==> config.mk <==
export PLATFORM = sky130hd
export DESIGN_NAME = dplru_ram
export DESIGN_NICKNAME = d
export VERILOG_FILES = /design/src/sv/dplru_ram.sv
export SDC_FILE = /design/constraint.sdc
export NUM_CORES = 1
export LEC_CHECK = 0
export BUFFER_PORTS_ARGS = -buffer_cell sky130_fd_sc_hd__buf_2
export CAP_MARGIN = 5
export CORE_AREA = 8 8 106 147
export DETAILED_ROUTE_END_ITERATION = 7
export DIE_AREA = 0 0 114 155
export HOLD_SLACK_MARGIN = 0.06
export PLACE_DENSITY = 0.52
export SLEW_MARGIN = 30
export SYNTH_ARGS = -nofsm -noshare
export SYNTH_HDL_FRONTEND = slang
export SYNTH_SLANG_ARGS = --single-unit
==> constraint.sdc <==
create_clock -name clk -period 5.9 [get_ports clk]
set_input_delay 1.77 -clock clk [delete_from_list [all_inputs] [get_ports clk]]
set_output_delay 1.77 -clock clk [all_outputs]
set_load 0.03 [all_outputs]
==> src/sv/dplru_ram.sv <==
`timescale 1ns / 1ps
`default_nettype none
// ----------------------------------------------------------------------------
// dplru_ram
// Generic RAM: one write port, one read port, read data registered.
// ----------------------------------------------------------------------------
module dplru_ram #(
  parameter int WIDTH = 8,
  parameter int DEPTH = 16
) (
  input  wire logic                     clk,
  input  wire logic                     we,
  input  wire logic [$clog2(DEPTH)-1:0] waddr,
  input  wire logic [WIDTH-1:0]         wdata,
  input  wire logic                     re,
  input  wire logic [$clog2(DEPTH)-1:0] raddr,
  output logic      [WIDTH-1:0]         rdata
);

  logic [WIDTH-1:0] mem [DEPTH];

  always_ff @(posedge clk) begin
    if (we) begin
      mem[waddr] <= wdata;
    end
    // hold read data until the next read
    if (re) begin
      rdata <= mem[raddr];
    end
  end

endmodule
`default_nettype wire

### Yosys cells after proc, flatten, opt, wreduce, memory -nomap -nowiden

Memory sizes are Yosys's and may differ from the RTL's. A register that Yosys moved wholly into a read port is not among the register bits.
Index checks and enable logic that the tools add are counted.

| word-level totals | value |
|---|---|
| memories kept | 1 |
| register bits after elaboration | 0 |
| input bits | 19 |
| output and inout bits | 8 |
| memory bits (writable) | 128 |
| logic and storage cells | 3 |

Memories:

| name | words | bits a word | rd ports | clocked after Yosys merged registers in | wr ports | line | RTL |
|---|---|---|---|---|---|---|---|
| mem | 16 | 8 | 1 | 1 | 1 | 20 | `logic [WIDTH-1:0] mem [DEPTH];` |

| operators by class | value |
|---|---|
| mux-type cells | 2 |

Operators with widths:

| operator | count |
|---|---|
| 2-to-1 mux 1 bit | 2 |

### Depth between registers and ports, before layout

Gate-level depths: netlist (run 1).

| logic depth | value |
|---|---|
| depth after elaboration | 2 |
| depth in mapped cells | 5 |
| depth with buffers taken out | 3 |

### Worst setup path before layout (run 1)

Ideal clock, no wire load.

| path | value |
|---|---|
| path type | in2reg |
| start point | input port waddr[2] |
| end point | memory mem[0][0] (enable) |
| setup time | 0.383 ns |
| required time | 5.517 ns |
| cell stages on the path | 2 |
| slack | 2.637 ns |
| buffers on the path | 0 |
| arrival time | 2.880 ns |
| cells stage by stage | or3b_2 -> nor3_1 |

RTL lines:

| element | line | RTL |
|---|---|---|
| start: declaration | 13 | `input wire logic [$clog2(DEPTH)-1:0] waddr,` |
| end: declaration | 20 |  |

Straight into the memory's write port.

==> summary.txt, run 1 <==
WORST HOLD PATH
-----------------------------------------------------------------------------------------------------------------
Hold WC Path Type .................................................................................. flop to flop

POWER AND IR DROP
-----------------------------------------------------------------------------------------------------------------
Net Sw Power .......................................................................................     0.438 mW
Power share of the clock group .....................................................................        0.439
Net switching share of the total power .............................................................        0.205
Int Power ..........................................................................................      1.70 mW
Worst VDD drop .....................................................................................       189 µV
Relative contribution of combinational cells to total power ........................................        0.049
Static Leakage .....................................................................................      1.98 nW
Share of total power in sequential cells ...........................................................        0.512
Post-route total power .............................................................................      2.14 mW
Pwr dens ...........................................................................................   351 mW/mm²

STA
-----------------------------------------------------------------------------------------------------------------
Unrepaired setup endpoints after global routing ....................................................           no
Transition time at the pin with the least slew margin ..............................................     0.912 ns
Portion of the clock cycle consumed by the worst path in the final layout ..........................        0.568
Final Hold Fails ...................................................................................            0
Clock tree skew after final layout .................................................................    0.0136 ns
Time the final worst path needs with I/O delays and setup ..........................................      3.35 ns
Final slew viol count ..............................................................................            0
Setup total negative slack .........................................................................         0 ns
Setup violation total in the final timing report ...................................................            0
Relative slew slack ................................................................................        0.389
Maximum clock rate .................................................................................    0.298 GHz

LOGIC SYNTHESIS
-----------------------------------------------------------------------------------------------------------------
Area leader, netlist ............................................................................... sky130_fd_sc_hd__edfxtp_1
Post-synthesis sequential element count ............................................................          136
Gate count after technology mapping ................................................................          229
Dominant combinational cell family by area after synthesis ......................................... multiplexers
Synth Area in Simple Gates .........................................................................       0.0314
Fraction of synthesized cell area in xor and xnor cells ............................................            0
Area fraction in compound gates after synthesis ....................................................       0.0230
Commonest cells in the synthesized netlist ......................................................... 136 x sky130_fd_sc_hd__edfxtp_1, 18 x sky130_fd_sc_hd__mux4_2, 16 x sky130_fd_sc_hd__a22oi_1
Share of synthesized area occupied by flip-flops and latches .......................................        0.781
Mean post-synth cell area ..........................................................................     22.8 µm²
Number of enable flip-flop cells after synthesis ...................................................          136
Top cells by area, synth ........................................................................... sky130_fd_sc_hd__edfxtp_1 78%, sky130_fd_sc_hd__mux4_2 7.8%, sky130_fd_sc_hd__mux4_1 7.0%
Syn nets ...........................................................................................          248
Arithmetic-cell share of the synthesized area counting full adders, half adders and majority gates .            0
Number of different library cells in the post-synthesis netlist ....................................           18
Primary FF master, synth ........................................................................... sky130_fd_sc_hd__edfxtp_1
Share of synthesized registers carrying an async set or reset ......................................            0
Fraction of post-synthesis cell area in the top cell type by area ..................................        0.781
Fraction of synthesized area in multiplexers .......................................................        0.148
Number of warnings reported in the yosys synthesis log .............................................            0
Cell area after technology mapping .................................................................  0.00523 mm²
Most instantiated library cell after synthesis ..................................................... sky130_fd_sc_hd__edfxtp_1

DETAILED ROUTING
-----------------------------------------------------------------------------------------------------------------
Via density per instance ...........................................................................         5.15
Remaining antenna violation count ..................................................................            0
Number of DRC violations after detailed routing ....................................................            0
Drt total wl .......................................................................................     10900 µm
Router iterations before antenna repair ............................................................            4
Average wire length per cell after detail routing ..................................................      23.3 µm
Total number of vias ...............................................................................         2406
Iteration-0 DRC Markers ............................................................................          129

CRITICAL PATH
-----------------------------------------------------------------------------------------------------------------
Max FO, Critical Path ..............................................................................           18
Worst path slowest cell ............................................................................ sky130_fd_sc_hd__mux4_1
CP Capture Type ....................................................................................         flop
Data required, critical path .......................................................................      6.07 ns
CP startpoint kind .................................................................................    input pin
Cell Chain, Critical Path .......................................................................... buf_2, buf_4, mux4_1, a22oi_1, nand2_1
Biggest cell delay along the critical path .........................................................      0.61 ns
Type of the worst setup path ....................................................................... input pin to flop
Critical Path AT ...................................................................................      3.52 ns

CLOCK NETWORK
-----------------------------------------------------------------------------------------------------------------
Clock slew seen by the registers of the worst setup and hold paths .................................      0.06 ns
Library cell used as clock root buffer ............................................................. sky130_fd_sc_hd__clkbuf_16
Clock tree from TritonCTS ..........................................................................        built
Worst skew pair latency ............................................................................      0.42 ns
Total clock buffers created by CTS .................................................................           17
Setup fix buffers added after clock tree synthesis .................................................            0
Number of clock sinks seen by CTS ..................................................................          136
Htree depth ........................................................................................            4
CTS max path bufs ..................................................................................            2
Number of buffers added to fix hold violations after cts ...........................................            0
Number of cells upsized or downsized after cts .....................................................            0

PLACEMENT
-----------------------------------------------------------------------------------------------------------------
Cell count after placement .........................................................................          435
Placer's final routability congestion estimate .....................................................        0.707
Count of input and output buffers ..................................................................           26
Post-detail-place hpwl .............................................................................      6750 µm

FINAL LAYOUT
-----------------------------------------------------------------------------------------------------------------
Final instance count without filler cells ..........................................................          467
NumNets Final ......................................................................................          288
Core utilization of the finished layout ............................................................        0.450
Layout Area Growth over Synthesis ..................................................................        16.4%
N_diodes ...........................................................................................            0
Share of final-layout standard cells stronger than drive strength 1 ................................        0.291

GLOBAL ROUTING
-----------------------------------------------------------------------------------------------------------------
Overall overflow remaining after global route ......................................................            0
Initial antenna violation count ....................................................................            0
Layer with the highest usage .......................................................................         met2
Wire length of the first global-routing pass .......................................................     16200 µm
Met3 usage .........................................................................................       0.0341
Number of global-route vias before repair ..........................................................         2580
Largest net degree at the start of global routing ..................................................           33
Met1 Track Usage GR ................................................................................        0.154
Overall global routing resource usage ..............................................................        0.132
GR met2 Demand/Resource ............................................................................        0.219

FLOORPLANNING
-----------------------------------------------------------------------------------------------------------------
Initial Util .......................................................................................        0.386
Area of the die ....................................................................................   0.0177 mm²
Core region area ...................................................................................   0.0135 mm²
Number of cell rows ................................................................................           51
Die outline width ..................................................................................       114 µm
Die extent in y ....................................................................................       155 µm
Number of top-level pins ...........................................................................           27

RUN
-----------------------------------------------------------------------------------------------------------------
Number of max-cap violations .......................................................................            0

OUTCOME
-----------------------------------------------------------------------------------------------------------------
Run status .........................................................................................    completed

-- area by class of cell --
type	count	area, µm²
Tap cell	185	231
Clock buffer	22	444
Clock inverter	10	80.1
Fill cell	1189	7440
Multi-Input combinational cell	83	1080
Timing Repair Buffer	31	168
Sequential cell	136	4080
-- sequential cells by signal, summed over array words and instances (netlist names) --
| signal | flops |
|---|---|
| mem | 128 |
| rdata | 8 |
-- cell usage in the layout, fill, tap and decap left out, types with 2 or more instances in the layout --
master / count
sky130_fd_sc_hd__a22oi_1: 16
sky130_fd_sc_hd__buf_2: 26
sky130_fd_sc_hd__buf_4: 5
sky130_fd_sc_hd__clkbuf_1: 5
sky130_fd_sc_hd__clkbuf_16: 17
sky130_fd_sc_hd__clkinv_1: 3
sky130_fd_sc_hd__clkinv_2: 3
sky130_fd_sc_hd__clkinvlp_4: 2
sky130_fd_sc_hd__edfxtp_1: 136
sky130_fd_sc_hd__mux4_1: 14
sky130_fd_sc_hd__mux4_2: 18
sky130_fd_sc_hd__nand2_1: 9
sky130_fd_sc_hd__nand2b_1: 2
sky130_fd_sc_hd__nand3b_1: 2
sky130_fd_sc_hd__nor2_1: 5
sky130_fd_sc_hd__nor2_2: 8
sky130_fd_sc_hd__nor3_1: 4
-- cell families after synthesis --
logic type / after synthesis
AOI/OAI and AO/OA: 16
and+or+nand+nor: 35
DFF: 136
muxes: 32
buffers and inverters: 10
-- critical path: cells and delay by family --
family                 cells  cell delay [ns]
AO/OA/AOI/OAI              1             0.23
multiplexers               1             0.61
buffers and inverters      2             0.82
AND/OR/NAND/NOR            1             0.08
-- final timing paths --
path,from,endpoint,slack [ns],depth (start not counted)
hold / removal,mem[14][0],rdata[0],0.75,3
setup / recovery,raddr[0],rdata[0],2.55,5
setup reg to reg,mem[10][2],rdata[2],4.42,3
hold reg to reg,mem[14][0],rdata[0],0.75,3
-- through the flow --
stage | hold WS (ns) | cell area, µm² | worst slack (ns)
after floorplan | 0.705 | 5230 | 2.64
after global placement | 0.736 | 5540 | 2.05
after detailed placement | 0.741 | 5560 | 2.05
after CTS | 0.754 | 6080 | 2.49
after global routing | 0.783 | 6080 | 2.40
final | 0.748 | 6080 | 2.55
-- power groups by stage --
stage / combinational (mW) / clock (mW) / sequential [mW]
finish: 0.105 / 0.938 / 1.09
global route: 0.114 / 0.992 / 1.10
CTS: 0.107 / 0.952 / 1.10
detailed placement: 0.107 / 0 / 1.11
global placement: 0.104 / 0 / 1.11
floorplan: 0.0549 / 0 / 1.12
-- per-layer routing --
layer | wire, µm | up-vias
li1 | - | 1061
met3 | 553 | 9
met2 | 5700 | 78
met1 | 4480 | 1258
met5 | 0 | -
met4 | 134 | 0
(Power assumes the default switching activity.)
==> inputs of run 2 (changes only) <==
==> constraint.sdc (replaced) <==
create_clock -name clk -period 3.2 [get_ports clk]
set_input_delay 0.96 -clock clk [delete_from_list [all_inputs] [get_ports clk]]
set_output_delay 0.96 -clock clk [all_outputs]
set_load 0.03 [all_outputs]
==> summary.txt, run 2 (synthesized netlist as in run 1, its figures left out) <==
OUTCOME
----------------------------------------------------------------------------------------
Run status ................................................................    completed

CLOCK NETWORK
----------------------------------------------------------------------------------------
Number of buffers added to fix hold violations after cts ..................            0
Clock slew seen by the registers of the worst setup and hold paths ........      0.06 ns
Setup fix buffers added after clock tree synthesis ........................            0
Library cell used as clock root buffer .................................... sky130_fd_sc_hd__clkbuf_16
Number of clock sinks seen by CTS .........................................          136
Worst skew pair latency ...................................................      0.41 ns
Total clock buffers created by CTS ........................................           17
Number of cells upsized or downsized after cts ............................            0
Clock tree from TritonCTS .................................................        built
CTS max path bufs .........................................................            2
Htree depth ...............................................................            4

FINAL LAYOUT
----------------------------------------------------------------------------------------
Share of final-layout standard cells stronger than drive strength 1 .......        0.327
Largest Register ..........................................................          mem
# fillers .................................................................         1190
Layout Area Growth over Synthesis .........................................        19.7%
Most frequent standard cell in the layout excluding fill and tap cells .... sky130_fd_sc_hd__edfxtp_1
Commonest cells after routing, fill and taps aside ........................ 136 x sky130_fd_sc_hd__edfxtp_1, 26 x sky130_fd_sc_hd__buf_2, 18 x sky130_fd_sc_hd__mux4_2, 18 x sky130_fd_sc_hd__buf_4, 17 x sky130_fd_sc_hd__clkbuf_16
Flip-flop count of the largest register, all copies and words added .......          128
Final std cell area, no fill ..............................................  0.00626 mm²
N_diodes ..................................................................            0
Top Registers ............................................................. mem: 128 flops, rdata: 8 flops
NumNets Final .............................................................          303

STA
----------------------------------------------------------------------------------------
Time the final worst path needs with I/O delays and setup .................      2.17 ns
Setup slack of the critical path after layout .............................      1.03 ns
Final slew viol count .....................................................            0
Relative slew slack .......................................................        0.467
Setup total negative slack ................................................         0 ns
Transition time at the pin with the least slew margin .....................     0.798 ns
Maximum clock rate ........................................................    0.460 GHz
Final Hold Fails ..........................................................            0
Setup violation total in the final timing report ..........................            0
Portion of the clock cycle consumed by the worst path in the final layout .        0.679
Unrepaired setup endpoints after global routing ...........................           no
Clock tree skew after final layout ........................................   0.00912 ns

POWER AND IR DROP
----------------------------------------------------------------------------------------
Pwr dens ..................................................................   655 mW/mm²
Worst VDD drop ............................................................       340 µV
Post-route total power ....................................................      4.10 mW
Static Leakage ............................................................      2.10 nW

CRITICAL PATH
----------------------------------------------------------------------------------------
Max FO, Critical Path .....................................................            9
Data required, critical path ..............................................      3.36 ns
R2R Path Start ............................................................    mem[1][3]
Critical path depth in cells ..............................................            5
Critical Path AT ..........................................................      2.33 ns
Type of the worst setup path .............................................. input pin to flop
Endpoint of the lowest-slack register-to-register path ....................     rdata[3]
Combined buffer and inverter count along the critical path ................            2
CP startpoint kind ........................................................    input pin
Register-to-register setup slack ..........................................      1.70 ns
CP top delay family ....................................................... multiplexers
Number of cells on the worst reg-to-reg path ..............................            3
Worst path slowest cell ................................................... sky130_fd_sc_hd__mux4_1
Startpoint of the most critical setup path ................................     raddr[0]
Biggest cell delay along the critical path ................................      0.57 ns
CP Capture Type ...........................................................         flop
Cell Chain, Critical Path ................................................. buf_2, buf_4, mux4_1, a22oi_1, nand2_1
Worst setup endpoint ......................................................     rdata[2]

WORST HOLD PATH
----------------------------------------------------------------------------------------
Hold WC Path Type ......................................................... flop to flop

DETAILED ROUTING
----------------------------------------------------------------------------------------
Iteration-0 DRC Markers ...................................................          108
Remaining antenna violation count .........................................            0
Via density per instance ..................................................         5.00
Average wire length per cell after detail routing .........................      21.9 µm
Drt total wl ..............................................................     10600 µm
Number of DRC violations after detailed routing ...........................            0
Total number of vias ......................................................         2408
Router iterations before antenna repair ...................................            4

GLOBAL ROUTING
----------------------------------------------------------------------------------------
Wire length of the first global-routing pass ..............................     16000 µm
Overall global routing resource usage .....................................        0.129
Overall overflow remaining after global route .............................            0
Initial antenna violation count ...........................................            0
Largest net degree at the start of global routing .........................           22
Number of global-route vias before repair .................................         2579

PLACEMENT
----------------------------------------------------------------------------------------
Count of input and output buffers .........................................           26
Post-detail-place hpwl ....................................................      7080 µm
Cell area after placement .................................................  0.00568 mm²
Placer's final routability congestion estimate ............................        0.730
Worst slack at placement ..................................................     0.559 ns

FLOORPLANNING
----------------------------------------------------------------------------------------
Core region area ..........................................................   0.0135 mm²
Number of top-level pins ..................................................           27
Number of cell rows .......................................................           51
Initial Util ..............................................................        0.386
Die outline width .........................................................       114 µm
Area of the die ...........................................................   0.0177 mm²
Die extent in y ...........................................................       155 µm

RUN
----------------------------------------------------------------------------------------
Number of max-cap violations ..............................................            0

-- run 2: cell type report --
class                      instances  area (µm²)  area share
clock buffer                      17         425      0.0680
clock inverter                    15         155      0.0248
multi-input combinational         83        1060       0.169
sequential                       136        4080       0.653
tap                              185         231      0.0370
timing repair buffer              46         305      0.0488
-- run 2: per-stage QoR --
stage	instances	utilization	hold slack, ns
5_1_grt	482	0.463	0.778
4_1_cts	482	0.463	0.756
3_3_place_gp	450	0.420	0.734
2_1_floorplan	229	-	0.705
6_report	482	0.463	0.750
3_5_place_dp	450	0.420	0.743
-- run 2: metal layers --
layer  track usage  share of wire
met3        0.0314          0.031
met2         0.218           0.53
met1         0.148           0.42
met4        0.0681          0.017
met5             0              0
-- run 2: how the worst min path moves through the flow --
stage | startpoint | to | slack [ns] | cells after the start
after floorplan | mem[7][0] | rdata[0] | 0.70 | 3
after global placement | mem[0][0] | rdata[0] | 0.73 | 3
after detailed placement | mem[11][4] | rdata[4] | 0.74 | 3
after CTS | mem[3][1] | rdata[1] | 0.76 | 3
after global routing | mem[11][4] | rdata[4] | 0.78 | 3
final | mem[14][4] | rdata[4] | 0.75 | 3
-- run 2: worst register-to-register path, cell delays in order (launching register included) --
cell	delay, ns
sky130_fd_sc_hd__edfxtp_1	0.36
sky130_fd_sc_hd__mux4_1	0.51
sky130_fd_sc_hd__a22oi_1	0.31
sky130_fd_sc_hd__nand2_1	0.09
-- run 2: where the power goes --
group | switching, mW | internal (mW)
clock network | 0.739 | 1.15
registers | 0.00952 | 2.01
logic | 0.121 | 0.0787
==> inputs of run 3 (changes only) <==
==> constraint.sdc (replaced) <==
create_clock -name clk -period 2.05 [get_ports clk]
set_input_delay 0.615 -clock clk [delete_from_list [all_inputs] [get_ports clk]]
set_output_delay 0.615 -clock clk [all_outputs]
set_load 0.03 [all_outputs]
==> summary.txt, run 3 (synthesized netlist as in run 1, its figures left out) <==
OUTCOME
----------------------------------------------------------------------------------------
Run status ................................................................    completed

DETAILED ROUTING
----------------------------------------------------------------------------------------
Iteration-0 DRC Markers ...................................................          153
Via density per instance ..................................................         5.04
Average wire length per cell after detail routing .........................      21.2 µm
Total number of vias ......................................................         2470
Router iterations before antenna repair ...................................            4
Remaining antenna violation count .........................................            0
Drt total wl ..............................................................     10400 µm
Number of DRC violations after detailed routing ...........................            0

FLOORPLANNING
----------------------------------------------------------------------------------------
Number of top-level pins ..................................................           27
Die extent in y ...........................................................       155 µm
Core region area ..........................................................   0.0135 mm²
Die outline width .........................................................       114 µm
Area of the die ...........................................................   0.0177 mm²
Number of cell rows .......................................................           51
Initial Util ..............................................................        0.386

CRITICAL PATH
----------------------------------------------------------------------------------------
Combined buffer and inverter count along the critical path ................            2
Max FO, Critical Path .....................................................           15
R2R Path Start ............................................................    mem[1][1]
CP top delay family ....................................................... multiplexers
Type of the worst setup path .............................................. input pin to flop
Register-to-register setup slack ..........................................      0.51 ns
Critical path depth in cells ..............................................            5
Worst path slowest cell ................................................... sky130_fd_sc_hd__mux4_1
Worst setup endpoint ......................................................     rdata[1]
CP startpoint kind ........................................................    input pin
Biggest cell delay along the critical path ................................      0.56 ns
Startpoint of the most critical setup path ................................     raddr[0]
Data required, critical path ..............................................      2.20 ns
Endpoint of the lowest-slack register-to-register path ....................     rdata[1]
Number of cells on the worst reg-to-reg path ..............................            3
Cell Chain, Critical Path ................................................. buf_2, buf_12, mux4_1, a22oi_1, nand2_1
Critical Path AT ..........................................................      1.95 ns
CP Capture Type ...........................................................         flop

FINAL LAYOUT
----------------------------------------------------------------------------------------
Final std cell area, no fill ..............................................  0.00632 mm²
Top Registers ............................................................. mem: 128 flops, rdata: 8 flops
NumNets Final .............................................................          311
Final instance count without filler cells .................................          490
Layout Area Growth over Synthesis .........................................        20.9%
Core utilization of the finished layout ...................................        0.467
Commonest cells after routing, fill and taps aside ........................ 136 x sky130_fd_sc_hd__edfxtp_1, 26 x sky130_fd_sc_hd__buf_2, 25 x sky130_fd_sc_hd__buf_4, 18 x sky130_fd_sc_hd__mux4_2, 17 x sky130_fd_sc_hd__clkbuf_16
Flip-flop count of the largest register, all copies and words added .......          128
Share of final-layout standard cells stronger than drive strength 1 .......        0.338
N_diodes ..................................................................            0
Most frequent standard cell in the layout excluding fill and tap cells .... sky130_fd_sc_hd__edfxtp_1
Largest Register ..........................................................          mem

POWER AND IR DROP
----------------------------------------------------------------------------------------
Static Leakage ............................................................      2.14 nW
Power share of the clock group ............................................        0.451
Relative contribution of combinational cells to total power ...............        0.051
Worst VDD drop ............................................................       352 µV
Share of total power in sequential cells ..................................        0.497
Net Sw Power ..............................................................      1.29 mW
Int Power .................................................................      5.04 mW
Post-route total power ....................................................      6.33 mW
Net switching share of the total power ....................................        0.203
Pwr dens ..................................................................  1000 mW/mm²

CLOCK NETWORK
----------------------------------------------------------------------------------------
Number of clock sinks seen by CTS .........................................          136
Setup fix buffers added after clock tree synthesis ........................            0
Htree depth ...............................................................            4
Clock slew seen by the registers of the worst setup and hold paths ........      0.06 ns
Clock tree from TritonCTS .................................................        built
Number of buffers added to fix hold violations after cts ..................            0
CTS max path bufs .........................................................            2
Library cell used as clock root buffer .................................... sky130_fd_sc_hd__clkbuf_16
Number of cells upsized or downsized after cts ............................            0
Total clock buffers created by CTS ........................................           17
Worst skew pair latency ...................................................      0.41 ns

GLOBAL ROUTING
----------------------------------------------------------------------------------------
Initial antenna violation count ...........................................            0
Largest net degree at the start of global routing .........................           31
Overall overflow remaining after global route .............................            0
Wire length of the first global-routing pass ..............................     16000 µm
Overall global routing resource usage .....................................        0.126
Number of global-route vias before repair .................................         2759

PLACEMENT
----------------------------------------------------------------------------------------
Cell area after placement .................................................  0.00576 mm²
Placer's final routability congestion estimate ............................        0.769
Cell count after placement ................................................          458
Worst slack at placement ..................................................    -0.187 ns
Post-detail-place hpwl ....................................................      7010 µm
Count of input and output buffers .........................................           26

STA
----------------------------------------------------------------------------------------
Final slew viol count .....................................................            0
Hold Slack ................................................................     0.564 ns
Final Hold Fails ..........................................................            0
Relative slew slack .......................................................        0.465
Portion of the clock cycle consumed by the worst path in the final layout .        0.879
Time the final worst path needs with I/O delays and setup .................      1.80 ns
Maximum clock rate ........................................................    0.555 GHz
Setup violation total in the final timing report ..........................            0
Clock tree skew after final layout ........................................   0.00415 ns
Unrepaired setup endpoints after global routing ...........................           no
Transition time at the pin with the least slew margin .....................     0.799 ns
Setup slack of the critical path after layout .............................     0.249 ns
Setup total negative slack ................................................         0 ns

WORST HOLD PATH
----------------------------------------------------------------------------------------
Hold WC Path Type ......................................................... input pin to flop

RUN
----------------------------------------------------------------------------------------
Number of max-cap violations ..............................................            0

-- run 3: cell count changes in the layout (fill, tap and decap cells not counted), sizes merged --
cell / delta
buf: +8
clkbuf: +2
clkinv: -2
clkinvlp: +1
inv: -1
-- run 3: final cells by class --
| cell class | count | area (µm²) |
|---|---|---|
| flip-flops and latches | 136 | 4080 |
| clock inverters | 13 | 131 |
| clock buffers | 19 | 433 |
| well taps | 185 | 231 |
| multi-input cells | 83 | 1060 |
| fillers | 1158 | 7210 |
| repair buffers | 54 | 378 |
-- run 3: power groups by stage --
stage | sequential [mW] | clock (mW) | combinational [mW]
finish | 3.15 | 2.86 | 0.324
global route | 3.15 | 3.01 | 0.349
CTS | 3.15 | 2.90 | 0.332
detailed placement | 3.21 | 0 | 0.332
global placement | 3.20 | 0 | 0.331
floorplan | 3.23 | 0 | 0.158
-- run 3: how the worst min path moves through the flow --
stage                           from       end  slack [ns]  cells after the start
after floorplan            mem[7][0]  rdata[0]        0.70                      3
after global placement    mem[11][2]  rdata[2]        0.73                      3
after global routing              re  rdata[3]        0.55                      1
final                             re  rdata[4]        0.56                      1
after CTS                         re  rdata[3]        0.55                      1
after detailed placement  mem[14][1]  rdata[1]        0.75                      3
-- run 3: worst register-to-register path: stages, from the launching register on --
cell	delay, ns
sky130_fd_sc_hd__edfxtp_1	0.36
sky130_fd_sc_hd__mux4_1	0.50
sky130_fd_sc_hd__a22oi_1	0.34
sky130_fd_sc_hd__nand2_1	0.09
-- run 3: metal layers --
metal	global-route usage	share of wire	routed length (µm)	vias to the layer above
met5	0	0	0	-
met1	0.148	0.42	4330	1285
li1	-	-	-	1107
met4	0.0579	0.016	168	0
met2	0.212	0.52	5400	66
met3	0.0326	0.046	481	12
